$ cat src/design/assert_macros.svh
// Assertion helpers, included by the colorer RTL.
`ifndef ASSERT_MACROS_SVH
`define ASSERT_MACROS_SVH

// Checked on every rising edge of clock, off while reset is high.
`define CGC_ASSERT(label, prop, msg) \
   label: assert property (@(posedge clock) disable iff (reset) prop) else $error(msg);

// Checked on every rising edge of clock, reset included.
`define CGC_ASSERT_ALWAYS(label, prop, msg) \
   label: assert property (@(posedge clock) prop) else $error(msg);

`endif

$ cat src/design/cgc_pkg.sv
`timescale 1ns / 1ps

package cgc_pkg;

   localparam int COLOR_COUNT     = 12;
   localparam int BODY_SLOTS      = 1024;
   localparam int SLOTS_PER_COLOR = 4096;

   // fixed field widths
   localparam int COLOR_W = 4;
   localparam int BODY_W  = 10;
   localparam int SLOT_W  = 12;

   localparam int REAL_COLORS = COLOR_COUNT - 1;
   localparam int BODY_AW     = $clog2(BODY_SLOTS);
   localparam int COUNT_W     = $clog2(SLOTS_PER_COLOR + 1);

   localparam logic [COLOR_W-1:0] OVERFLOW_COLOR = COLOR_W'(COLOR_COUNT - 1);
   localparam logic [COUNT_W-1:0] COUNT_FULL     = COUNT_W'(SLOTS_PER_COLOR);

   typedef enum logic [1:0] {
      CMD_ADD_CONTACT,
      CMD_ADD_JOINT,
      CMD_REMOVE_CONTACT,
      CMD_REMOVE_JOINT
   } command_type;

   typedef enum logic [1:0] {
      STATUS_OK,
      STATUS_BOTH_STATIC,
      STATUS_COLOR_FULL,
      STATUS_OUT_OF_RANGE
   } status_type;

   typedef logic [REAL_COLORS-1:0] color_bits_type;
   typedef logic [BODY_AW-1:0]     body_addr_type;
   typedef logic [COUNT_W-1:0]     count_type;

   typedef struct packed {
      command_type         command;
      logic [BODY_W-1:0]   body_a;
      logic [BODY_W-1:0]   body_b;
      logic                static_a;
      logic                static_b;
      logic [COLOR_W-1:0]  color_in;
      logic [SLOT_W-1:0]   slot_in;
   } req_item_type;

   typedef struct packed {
      logic [COLOR_W-1:0]  color_out;
      logic [SLOT_W-1:0]   slot_out;
      logic                moved;
      logic [SLOT_W-1:0]   moved_from;
      status_type          status;
   } rsp_item_type;

   // count update request from the sequencer
   typedef struct packed {
      logic                inc;
      logic                dec;
      logic                joint;
      logic [COLOR_W-1:0]  color;
   } cnt_upd_type;

endpackage

$ cat src/design/cgc_counts.sv
`timescale 1ns / 1ps

// Per-color fill counts for contacts and joints.
module cgc_counts
   import cgc_pkg::*;
(
   input  logic               clock,
   input  logic               reset,
   input  logic               rd_joint,
   input  logic [COLOR_W-1:0] rd_color,
   output count_type          rd_count,
   input  cnt_upd_type        upd
);

   count_type contact_ff [COLOR_COUNT];
   count_type joint_ff   [COLOR_COUNT];

   always_comb begin
      rd_count = '0;
      if (32'(rd_color) < COLOR_COUNT) begin
         rd_count = rd_joint ? joint_ff[rd_color] : contact_ff[rd_color];
      end
   end

   always_ff @(posedge clock) begin
      if (reset) begin
         for (int i = 0; i < COLOR_COUNT; i++) begin
            contact_ff[i] <= '0;
            joint_ff[i]   <= '0;
         end
      end else if (32'(upd.color) < COLOR_COUNT) begin
         if (upd.inc) begin
            if (upd.joint) begin
               joint_ff[upd.color] <= joint_ff[upd.color] + COUNT_W'(1);
            end else begin
               contact_ff[upd.color] <= contact_ff[upd.color] + COUNT_W'(1);
            end
         end else if (upd.dec) begin
            if (upd.joint) begin
               joint_ff[upd.color] <= joint_ff[upd.color] - COUNT_W'(1);
            end else begin
               contact_ff[upd.color] <= contact_ff[upd.color] - COUNT_W'(1);
            end
         end
      end
   end

endmodule

$ cat config.mk
export PLATFORM = sky130hd
export DESIGN_NAME = cgc_counts
export DESIGN_NICKNAME = d
export VERILOG_FILES = /design/src/design/assert_macros.svh /design/src/design/cgc_pkg.sv /design/src/design/cgc_counts.sv
export SDC_FILE = /design/constraint.sdc
export NUM_CORES = 1
export LEC_CHECK = 0
export ABC_CLOCK_PERIOD_IN_PS = 4590
export BUFFER_PORTS_ARGS = -buffer_cell sky130_fd_sc_hd__buf_2
export CAP_MARGIN = 20
export CORE_ASPECT_RATIO = 0.5
export CORE_MARGIN = 5
export CORE_UTILIZATION = 25
export DETAILED_ROUTE_END_ITERATION = 7
export SETUP_SLACK_MARGIN = 0.2
export SYNTH_ARGS = -nofsm -noshare
export SYNTH_HDL_FRONTEND = slang
export SYNTH_SLANG_ARGS = --single-unit
$ cat constraint.sdc
create_clock -name clock -period 4.59 [get_ports clock]
set_input_delay 0.6885 -clock clock [delete_from_list [all_inputs] [get_ports clock]]
set_output_delay 0.6885 -clock clock [all_outputs]
set_load 0.01 [all_outputs]
==> impl_metrics.tcl <==
set metrics [dict create \
    crit_cells 11 \
    grt_remaining_overflow 0 \
    yosys.area.top_type_share_pct 58.7 \
    setup.worst_path.start_class "input port" \
    ant_nets 0 \
    tightestPinTransition_ns 1.06 \
    design.die.area_um2 91500 \
    start_util_pct 25.3 \
    via_per_inst 4.90 \
    slew_headroom_pct 29.7 \
    r2r_setup_slack_ns 0.91 \
    critPathTopFamily "multiplexers" \
    crit_path_max_fanout 27 \
    synth_seq_area_share_pct 58.7 \
    core_um2 84200 \
    grt_max_degree 39 \
    drc 0 \
    critPathSlowestCell "mux4_2" \
    synthArstFlopShare_pct 0 \
    io_buffers 26 \
    syn_avg_cell_area_um2 15.3 \
    cts_buffer_depth 3 \
    grt_pass1_vias 13400 \
    drv_slew 0 \
    ys_ff_latch 416 \
    die_h_um 216 \
    layout.cells.non_filler 2709 \
    insertion_delay_ns 0.56 \
    io_pins 27 \
    areaGrowthSynthToFinish_pct 17.8 \
    nets 1602 \
    reg2reg_from "joint_ff[4][2]" \
    peakVddDrop_mv 0.208 \
    crit_path_end "joint_ff[10][10]" \
    worst_ep_arrival_time_ns 4.30 \
    fp-row-count 75 \
    cp-end-kind "register" \
    ys_warn_count 0 \
    synthTopCellsByArea "edfxtp_1 59%, mux4_2 22%, nor2_1 5.5%, mux2i_1 1.4%, clkbuf_1 1.4%" \
    drtIter0Drc 1473 \
    synth_edf_count 416 \
    synth_cell_type_count 60 \
    max_freq_mhz 249 \
    yosysTopAreaCell "edfxtp_1" \
    worstSetupStartpoint "upd[0]" \
    syn_inst 1394 \
    fill_cells 8282 \
    r2r_end "joint_ff[10][10]" \
    wl_per_cell_um 21.5 \
    drive_above_1_share_pct 26.4 \
    grt_pass1_wl_um 87400 \
    yosys-top-cells-count "416 x edfxtp_1, 311 x nor2_1, 206 x mux4_2" \
    maxCapViolations 0 \
    antenna_found_initial 0 \
    finalSetupViolCount 0 \
    htreeDepth 2 \
    dp_hpwl_um 40700 \
    die_w_um 423 \
    placed_cells_incl_taps 2634 \
    worstPathCellList "clkbuf_8 > buf_4 > mux4_2 > mux4_2 > ha_1 > a2111o_1 > o21ai_0 > o21bai_1 > xnor2_1 > buf_4 > nor2_1" \
    slowest_delay_ns 0.57 \
    yosysMostFrequentCell "edfxtp_1" \
    hold_buffers 0 \
    grt.total_usage_pct 12.5 \
    cts_tree "done" \
    vias 13300 \
    postCtsSetupBuffers 0 \
    crit_type "input port to register" \
    hold_depth 3 \
    clk_pin_slew_ns 0.06 \
    cts_made_buffers 44 \
    synth_area_um2 21300 \
    hold_viol_final 0 \
    wirelength_um 58400 \
    hp-class "input port to register" \
    leakage_nw 9.14 \
    status "complete, no violations" \
    n_antenna_cell 0 \
    synth_flop_cell "edfxtp_1" \
    firstDrtPassIters 7 \
    cts-root-buf "clkbuf_16" \
    skew_ns 0.0180 \
    power.density_nw_per_um2 377 \
    reg2reg_depth 10 \
    finalCritPeriodShare_pct 87.6 \
    ctsResizeCount 0 \
    cp.buffers_inverters 3 \
    crit_required_ns 4.87 \
    fin_crit_ns 4.02 \
    gp_congestion 0.834 \
    rsz0062_at_grt "no" \
    fin_tns_setup_ns 0 \
    clock_sinks 416 \
]
-- how the worst min path moves through the flow --
stage / from / end / slack, ns
finish: reset / contact_ff[11][12] / 0.90
global route: reset / contact_ff[11][12] / 0.90
CTS: reset / contact_ff[11][12] / 0.87
floorplan: joint_ff[2][0] / joint_ff[10][0] / 0.96
global placement: joint_ff[14][0] / joint_ff[14][0] / 1.05
detailed placement: joint_ff[14][0] / joint_ff[14][0] / 1.06
-- flip-flops by register name, indices dropped and copies added, names as in the netlist --
register / cells
contact_ff: 208
joint_ff: 208
-- power breakdown --
group | switching (mW) | internal (mW)
Sequential | 0.0840 | 4.49
Clock | 1.47 | 1.96
Combinational | 0.873 | 0.591
Total | 2.43 | 7.04
-- final cells by class --
class | count | area [um2] | share of cell area, %
multi-input cells | 923 | 8590 | 34.2
inverters | 47 | 176 | 0.703
clock inverters | 19 | 170 | 0.678
well taps | 1116 | 1400 | 5.57
flip-flops and latches | 416 | 12500 | 49.8
repair buffers | 132 | 1090 | 4.35
clock buffers | 56 | 1170 | 4.65
-- routing by layer --
metal  track usage [%]  vias to the layer above  share of wire [%]
li1                  -                     5634                  -
met1              16.9                     7037                 42
met2              21.2                      525                 48
met3              1.87                       81                7.4
met4              2.86                        0                2.1
met5                 0                        -                  0
-- cells in the final DEF, fill, tap and decap left out, drive strengths merged, types with 8 or more instances in the layout --
| cell | count |
|---|---|
| nand2 | 50 |
| xor2 | 10 |
| clkinv | 13 |
| nand2b | 27 |
| nor3 | 14 |
| o22ai | 14 |
| conb | 104 |
| a211oi | 8 |
| o21ai | 12 |
| clkbuf | 57 |
| nor2 | 320 |
| a21o | 11 |
| inv | 50 |
| mux2i | 29 |
| ha | 22 |
| mux4 | 213 |
| edfxtp | 416 |
| buf | 131 |
| a21oi | 17 |
-- stage by stage --
step / hold slack (ns) / cell area (um2) / worst slack, ns / power, mW / utilization (%)
2_1_floorplan: 0.956 / 21800 / 0.203 / 5.57 / -
3_3_place_gp: 1.05 / 23700 / 0.0509 / 6.09 / 28.2
3_5_place_dp: 1.06 / 23700 / -0.0183 / 6.11 / 28.2
4_1_cts: 0.868 / 25100 / 0.570 / 9.53 / 29.8
5_1_grt: 0.900 / 25100 / 0.418 / 9.81 / 29.8
6_report: 0.902 / 25100 / 0.570 / 9.47 / 29.8
-- cell families after synthesis --
kind of cell    synth area share [%]
simple gates                    8.59
flops                           58.7
mux                             24.2
buf+inv                         3.07
compound gates                  3.26
fa+ha+maj                       1.48
xor+xnor                       0.693
other cells                   0.0176
-- worst min-delay path, cell delays in order --
cell	delay, ns
buf_2	0.21
buf_4	0.22
nand2b_1	0.16
(Power assumes the default switching activity.)
