==> src/design/assert_macros.svh <==
// Assertion helpers, included by the colorer RTL.
`ifndef ASSERT_MACROS_SVH
`define ASSERT_MACROS_SVH

// Checked on every rising edge of clock, off while reset is high.
`define CGC_ASSERT(label, prop, msg) \
   label: assert property (@(posedge clock) disable iff (reset) prop) else $error(msg);

// Checked on every rising edge of clock, reset included.
`define CGC_ASSERT_ALWAYS(label, prop, msg) \
   label: assert property (@(posedge clock) prop) else $error(msg);

`endif

==> src/design/cgc_pkg.sv <==
`timescale 1ns / 1ps

package cgc_pkg;

   localparam int COLOR_COUNT     = 12;
   localparam int BODY_SLOTS      = 1024;
   localparam int SLOTS_PER_COLOR = 4096;

   // fixed field widths
   localparam int COLOR_W = 4;
   localparam int BODY_W  = 10;
   localparam int SLOT_W  = 12;

   localparam int REAL_COLORS = COLOR_COUNT - 1;
   localparam int BODY_AW     = $clog2(BODY_SLOTS);
   localparam int COUNT_W     = $clog2(SLOTS_PER_COLOR + 1);

   localparam logic [COLOR_W-1:0] OVERFLOW_COLOR = COLOR_W'(COLOR_COUNT - 1);
   localparam logic [COUNT_W-1:0] COUNT_FULL     = COUNT_W'(SLOTS_PER_COLOR);

   typedef enum logic [1:0] {
      CMD_ADD_CONTACT,
      CMD_ADD_JOINT,
      CMD_REMOVE_CONTACT,
      CMD_REMOVE_JOINT
   } command_type;

   typedef enum logic [1:0] {
      STATUS_OK,
      STATUS_BOTH_STATIC,
      STATUS_COLOR_FULL,
      STATUS_OUT_OF_RANGE
   } status_type;

   typedef logic [REAL_COLORS-1:0] color_bits_type;
   typedef logic [BODY_AW-1:0]     body_addr_type;
   typedef logic [COUNT_W-1:0]     count_type;

   typedef struct packed {
      command_type         command;
      logic [BODY_W-1:0]   body_a;
      logic [BODY_W-1:0]   body_b;
      logic                static_a;
      logic                static_b;
      logic [COLOR_W-1:0]  color_in;
      logic [SLOT_W-1:0]   slot_in;
   } req_item_type;

   typedef struct packed {
      logic [COLOR_W-1:0]  color_out;
      logic [SLOT_W-1:0]   slot_out;
      logic                moved;
      logic [SLOT_W-1:0]   moved_from;
      status_type          status;
   } rsp_item_type;

   // count update request from the sequencer
   typedef struct packed {
      logic                inc;
      logic                dec;
      logic                joint;
      logic [COLOR_W-1:0]  color;
   } cnt_upd_type;

endpackage

==> src/design/cgc_color_pick.sv <==
`timescale 1ns / 1ps

// Lowest real color free for both non-static bodies, else (or when forced) overflow.
module cgc_color_pick
   import cgc_pkg::*;
(
   input  color_bits_type     word_a,
   input  color_bits_type     word_b,
   input  logic               static_a,
   input  logic               static_b,
   input  logic               contact,
   input  logic               force_overflow,
   output logic [COLOR_W-1:0] color
);

   color_bits_type busy;

   always_comb begin
      busy = (static_a ? '0 : word_a) | (static_b ? '0 : word_b);
      // contacts on a static body keep color 0 free
      if (contact && (static_a || static_b)) begin
         busy[0] = 1'b1;
      end
      color = OVERFLOW_COLOR;
      for (int i = REAL_COLORS - 1; i >= 0; i--) begin
         if (!busy[i]) begin
            color = COLOR_W'(i);
         end
      end
      if (force_overflow) begin
         color = OVERFLOW_COLOR;
      end
   end

endmodule

==> config.mk <==
export PLATFORM = sky130hd
export DESIGN_NAME = cgc_color_pick
export DESIGN_NICKNAME = d
export VERILOG_FILES = /design/src/design/assert_macros.svh /design/src/design/cgc_pkg.sv /design/src/design/cgc_color_pick.sv
export SDC_FILE = /design/constraint.sdc
export NUM_CORES = 1
export LEC_CHECK = 0
export ABC_AREA = 1
export BUFFER_PORTS_ARGS = -buffer_cell sky130_fd_sc_hd__buf_4
export CELL_PAD_IN_SITES_DETAIL_PLACEMENT = 0
export CELL_PAD_IN_SITES_GLOBAL_PLACEMENT = 1
export CORE_AREA = 2 2 39 41
export DETAILED_ROUTE_END_ITERATION = 7
export DIE_AREA = 0 0 41 43
export PLACE_DENSITY_LB_ADDON = 0.15
export REMOVE_ABC_BUFFERS = 1
export SLEW_MARGIN = 20
export SYNTH_ARGS = -nofsm -noshare
export SYNTH_HDL_FRONTEND = slang
export SYNTH_SLANG_ARGS = --single-unit
export TNS_END_PERCENT = 5
==> constraint.sdc <==
create_clock -name vclk -period 1.7
set_input_delay 0 -clock vclk [all_inputs]
set_output_delay 0 -clock vclk [all_outputs]
set_load 0.02 [all_outputs]
==> impl_metrics.toml, run 1 <==
[cells_and_area]
seq_area_um2 = 0
nets = 107
design_area_um2 = 483
fill_cells = 169
area_growth_syn_to_layout_pct = 85.6
multiInputGateArea_um2 = 219
seq_cell_count = 0
drive_above_1_share = 0.456
clkbuf_count = 0
antennaDiodeCount = 0

[synth]
synthMuxAreaShare = 0
syn_avg_cell_area_um2 = 5.10
yosysWarnings = 0
synthSimpleGateAreaFrac = 0.500
synth_compound_area_frac = 0.341
synth_common_cells = "28 x nand2_1, 6 x a22o_2, 5 x inv_1"
synth_top_cells_by_area = "nand2_1 40%, a22o_2 23%, buf_6 8.7%, inv_1 7.2%, nand3_1 5.8%"
synth_top_family_by_area = "simple AND/OR/NAND/NOR gates"
synthXorXnorAreaFrac = 0
yosysTopAreaCell = "nand2_1"
synthCells = 51
synth_cell_types = 10
yosys.area.top_type_share = 0.404
yosysSeqAreaShare = 0
synthAdderAreaFrac = 0
syn_area_um2 = 260
synth_most_common_cell = "nand2_1"

[pwr]
p_leak_nw = 0.290
p_comb_frac = 1.000
p_clk_frac = 0
internal-power_uw = 70.6
netSwitchingPower_uw = 52.2
pwr-share-seq = 0
vdd.ir_drop.worst_mv = 0.0834
power_per_cell_area_mw_per_mm2 = 254
p_sw_frac = 0.425

[place]
io_buffers = 30
post-place-ws_ns = 0.448
routabilityCongestion = 0.609
placed_area_um2 = 483
post-dp-hpwl_um = 703

[global_route]
grtUsageTotal = 0.0989
antenna_found_initial = 0
overflow = 0
grt_pass1_vias = 336
grt_max_degree = 12
grt_pass1_wl_um = 1300

[sta]
setup_ws_ns = 0.459
period_share = 0.730
finalHoldViolations = 0
setup_tns_ns = 0
slew_headroom = 0.777
worst_pin_slew_ns = 0.334
slew_violations = 0
fmax_ghz = 0.806
rsz0062_at_grt = "no"
min_period_ns = 1.24
setup_viol = 0

[floorplan]
dieArea_mm2 = 0.00176
core_area_mm2 = 0.00138
die_w_um = 41
rows = 14
start_util = 0.188
pin_count = 30
fp.dieH_um = 43

[routing]
via_per_inst = 4.32
drtAntennaViolNets = 0
first_pass_iters = 4
drt_iter0_drc = 7
vias = 410
drc = 0
wl_per_cell_um = 8.61
wirelength_um = 818

[worst_hold_path]
hold_class = "in2out"
holdPathStages = 4
min_from = "force_overflow"
min_to = "color[1]"

[run_status]
status = "complete, no violations"

[critical_path]
path_class = "in2out"
cp_slowest_stage_delay_ns = 0.25
path_common_cell = "nand2_1"
critical_path.max_fanout = 11
crit_start = "static_a"
critPathSlowestCell = "inv_1"
cp-start-kind = "input pin"
path_cells = "buf_4, inv_1, nand2_1, nand2_1, nand2_1, nand2_1, nand2_1, nand2_1, nand2_1, nand2_1, nand2_1, nand2_1, nand2_1, nand2_1, nand2_1, buf_4"
cp_data_required_time_ns = 1.70
crit_path_end_kind = "output port"
cp.arrival_ns = 1.24

[clock_network]
cts-hold-fix-buffers = 0
ctsResizeCount = 0
cts_setup_buffers = 0

[run]
maxCapViolations = 0
-- cell type report --
class,instances,share of cell area
inverter,5,0.0389
multi-input combinational,44,0.453
tap,16,0.0415
timing repair buffer,30,0.466
-- metal layers --
layer,up-vias,part of all wire,track usage
met2,8,0.55,0.175
met1,179,0.42,0.136
li1,223,-,-
met5,-,0,0
met3,0,0.029,0
met4,0,0,0
-- power groups by stage --
stage | Clock [mW] | Sequential [mW] | Combinational [mW]
2_1_floorplan | 0 | 0 | 0.0607
3_3_place_gp | 0 | 0 | 0.124
3_5_place_dp | 0 | 0 | 0.124
4_1_cts | 0 | 0 | 0.124
5_1_grt | 0 | 0 | 0.137
6_report | 0 | 0 | 0.123
-- worst max path at each step --
stage	end	slack, ns	cells after the start
floorplan	color[3]	0.66	5
global placement	color[0]	0.46	16
detailed placement	color[0]	0.45	16
CTS	color[0]	0.44	16
global route	color[0]	0.30	16
finish	color[0]	0.46	16
-- cell usage in the layout, fill, tap and decap left out, drive strengths merged --
cell type and n:
and2 1, a22o 7, buf 30, a21oi 1, o21ai 3, nor2 1
nand3 3, nand2 28, inv 5
-- critical path, delay by kind of cell --
| family | cells | cell delay, ns |
|---|---|---|
| buf+inv | 3 | 0.51 |
| simple gates | 13 | 0.73 |
-- stage by stage --
stage	hold slack [ns]	util	power [mW]	instances
after floorplan	0.185	-	0.0607	49
after global placement	0.326	0.349	0.124	95
after detailed placement	0.327	0.349	0.124	95
after CTS	0.329	0.349	0.124	95
after global routing	0.356	0.349	0.137	95
final	0.322	0.349	0.123	95
-- logic make-up after synthesis --
family	after synthesis
AOI/OAI and AO/OA	11
buffers and inverters	7
and+or+nand+nor	33
Power figures use the tool's default switching activity.
==> inputs of run 2 (changes only) <==
CORE_AREA = default   (was 2 2 39 41)
CORE_MARGIN = 1   (was default)
CORE_UTILIZATION = 18   (was default)
DIE_AREA = default   (was 0 0 41 43)
clock period = 1.1 ns   (was 1.7 ns; I/O delays follow)
==> impl_metrics.toml, run 2 (same netlist as run 1, synthesis figures left out) <==
[place]
post-dp-hpwl_um = 684
post-place-ws_ns = -0.0553
dp.cells = 98
routabilityCongestion = 0.682
io_buffers = 30
placed_area_um2 = 512

[floorplan]
die_w_um = 40.0
fp.dieH_um = 40.0
start_util = 0.198
dieArea_mm2 = 0.00160
pin_count = 30
core_area_mm2 = 0.00132
rows = 13

[routing]
drt_iter0_drc = 5
wl_per_cell_um = 8.00
drc = 0
vias = 412
via_per_inst = 4.20
first_pass_iters = 4
wirelength_um = 784
drtAntennaViolNets = 0

[run_status]
violations = "negative setup slack"
status = "finished with violations"

[global_route]
grt_pass1_wl_um = 1120
antenna_found_initial = 0
grt_max_degree = 9
grt_pass1_vias = 322
overflow = 0
grtUsageTotal = 0.0959

[sta]
min_period_ns = 1.11
setup_ws_ns = -0.0100
setup_tns_ns = -0.0100
worst_pin_slew_ns = 0.166
slew_headroom = 0.888
slew_violations = 0
fmax_ghz = 0.901
rsz0062_at_grt = "yes"
period_share = 1.01
worst_hold_slack_ns = 0.320
finalHoldViolations = 0
setup_viol = 1

[cells_and_area]
nets = 111
finalNonFillerCells = 98
clkbuf_count = 0
area_growth_syn_to_layout_pct = 107
seq_cell_count = 0
seq_area_um2 = 0
layout.cells.most_common = "buf_4"
multiInputGateArea_um2 = 224
drive_above_1_share = 0.530
fill_cells = 148
final_core_util = 0.409
antennaDiodeCount = 0
layout_common_cells = "30 x buf_4, 26 x nand2_1, 6 x a22o_2"
design_area_um2 = 539

[critical_path]
path_cells = "buf_8, clkinvlp_4, buf_6, a22o_2, and2_1, nand3_1, o21ai_0, buf_4"
crit_path_end_kind = "output port"
critPathSlowestCell = "a22o_2"
cp_data_required_time_ns = 1.10
path_class = "in2out"
cp.arrival_ns = 1.11
critical_path.max_fanout = 8
cp_slowest_stage_delay_ns = 0.23
crit_buf_inv = 4
cp_top_family = "buffers and inverters"
cp-start-kind = "input pin"

[run]
maxCapViolations = 0

[clock_network]
cts_setup_buffers = 0
cts-hold-fix-buffers = 0

[pwr]
p_leak_nw = 0.310
vdd.ir_drop.worst_mv = 0.135
p_total_uw = 215
power_per_cell_area_mw_per_mm2 = 399

[worst_hold_path]
hold_class = "in2out"
run 2: layout make-up:
type | instances | area share
well taps | 15 | 0.0348
inverters | 5 | 0.0418
multi-input cells | 44 | 0.415
repair buffers | 34 | 0.508
run 2: final timing paths:
check	startpoint	end	slack, ns	depth (start not counted)
max	static_a	color[3]	-0.01	8
min	force_overflow	color[0]	0.32	4
run 2: report_power, final:
part / total, mW / internal, mW / switching (mW)
Clock: 0 / 0 / 0
Combinational: 0.215 / 0.129 / 0.0865
Sequential: 0 / 0 / 0
run 2: routing by layer:
layer  track usage  wire length (um)
met2         0.185               404
met4        0.0172                 0
met5             0                 0
met3             0                37
met1         0.117               342
run 2: repair_timing:
action,in CTS,in global routing
cloned,0,0
hold endpoints to repair,0,0
resized for setup,5,5
pin swaps,3,4
setup endpoints to repair,3,4
==> inputs of run 3 (changes only) <==
CAP_MARGIN = 20   (was default)
SKIP_LAST_GASP = 1   (was default)
==> impl_metrics.toml, run 3 (same netlist as run 1, synthesis figures left out) <==
[run_status]
status = "finished with violations"
violations = "negative setup slack"

[critical_path]
cp_top_family = "buffers and inverters"
critPathSlowestCell = "a22o_2"
path_cells = "buf_8, clkinvlp_4, buf_6, a22o_2, and2_1, nand3_1, o21ai_0, buf_4"
crit_buf_inv = 4
cp-start-kind = "input pin"
path_class = "in2out"
crit_path_end_kind = "output port"
cp_slowest_stage_delay_ns = 0.23
cp_data_required_time_ns = 1.10
cp.arrival_ns = 1.11
critical_path.max_fanout = 8

[place]
post-place-ws_ns = -0.0553
placed_area_um2 = 512
routabilityCongestion = 0.682
post-dp-hpwl_um = 684
dp.cells = 98
io_buffers = 30

[routing]
wl_per_cell_um = 8.06
vias = 413
via_per_inst = 4.21
drc = 0
drtAntennaViolNets = 0
wirelength_um = 790
first_pass_iters = 4
drt_iter0_drc = 5

[pwr]
power_per_cell_area_mw_per_mm2 = 397
p_leak_nw = 0.309
vdd.ir_drop.worst_mv = 0.132
p_total_uw = 212

[cells_and_area]
nets = 111
area_growth_syn_to_layout_pct = 106
fill_cells = 149
design_area_um2 = 536
final_core_util = 0.406
finalNonFillerCells = 98
seq_cell_count = 0
seq_area_um2 = 0
layout_common_cells = "31 x buf_4, 26 x nand2_1, 6 x a22o_2"
layout.cells.most_common = "buf_4"
antennaDiodeCount = 0
clkbuf_count = 0
drive_above_1_share = 0.530

[global_route]
grt_pass1_vias = 322
grtUsageTotal = 0.0959
overflow = 0
antenna_found_initial = 0
grt_max_degree = 9
grt_pass1_wl_um = 1120

[floorplan]
core_area_mm2 = 0.00132
rows = 13
pin_count = 30
die_w_um = 40.0
start_util = 0.198
dieArea_mm2 = 0.00160
fp.dieH_um = 40.0

[sta]
slew_violations = 0
rsz0062_at_grt = "yes"
setup_viol = 1
finalHoldViolations = 0
slew_headroom = 0.888
min_period_ns = 1.11
period_share = 1.01
setup_ws_ns = -0.00778
fmax_ghz = 0.903
worst_pin_slew_ns = 0.166

[run]
maxCapViolations = 0

[clock_network]
cts_setup_buffers = 0

[worst_hold_path]
hold_class = "in2out"
run 3: cell counts in the layout (fill, tap and decap cells not counted):
Identical to the previous run, type by type.
run 3: path summary, 6_finish.rpt:
path  slack [ns]      startpoint  cells past startpoint       end
max       -0.008        static_a                      8  color[3]
min         0.32  force_overflow                      4  color[0]
run 3: report_power, final:
part / internal [mW] / total (mW) / switching, mW / leakage [nW]
clock network: 0 / 0 / 0 / 0
logic: 0.127 / 0.212 / 0.0858 / 0.309
registers: 0 / 0 / 0 / 0
total: 0.127 / 0.212 / 0.0858 / 0.309
run 3: cell type report:
cell class / count / area, um2 / share of cell area
timing repair buffer: 34 / 270 / 0.505
multi-input combinational: 44 / 224 / 0.418
inverter: 5 / 22.5 / 0.0421
tap: 15 / 18.8 / 0.0350
run 3: metrics by stage:
step	TNS [ns]	hold slack [ns]
final	-0.00778	0.320
after global routing	-0.385	0.360
after CTS	0	0.327
after detailed placement	-0.117	0.325
after global placement	-0.104	0.324
after floorplan	0	0.185
run 3: repair_timing:
| item | CTS | global route |
|---|---|---|
| hold buffers | 0 | 0 |
| endpoints found under the hold margin | 0 | 0 |
| resized for setup | 5 | 3 |
| pin swaps | 3 | 4 |
| setup endpoints to repair | 3 | 4 |
run 3: routing by layer:
| layer | part of all wire | global-route usage |
|---|---|---|
| met2 | 0.51 | 0.185 |
| met1 | 0.44 | 0.117 |
| met3 | 0.049 | 0 |
| met5 | 0 | 0 |
| met4 | 0 | 0.0172 |
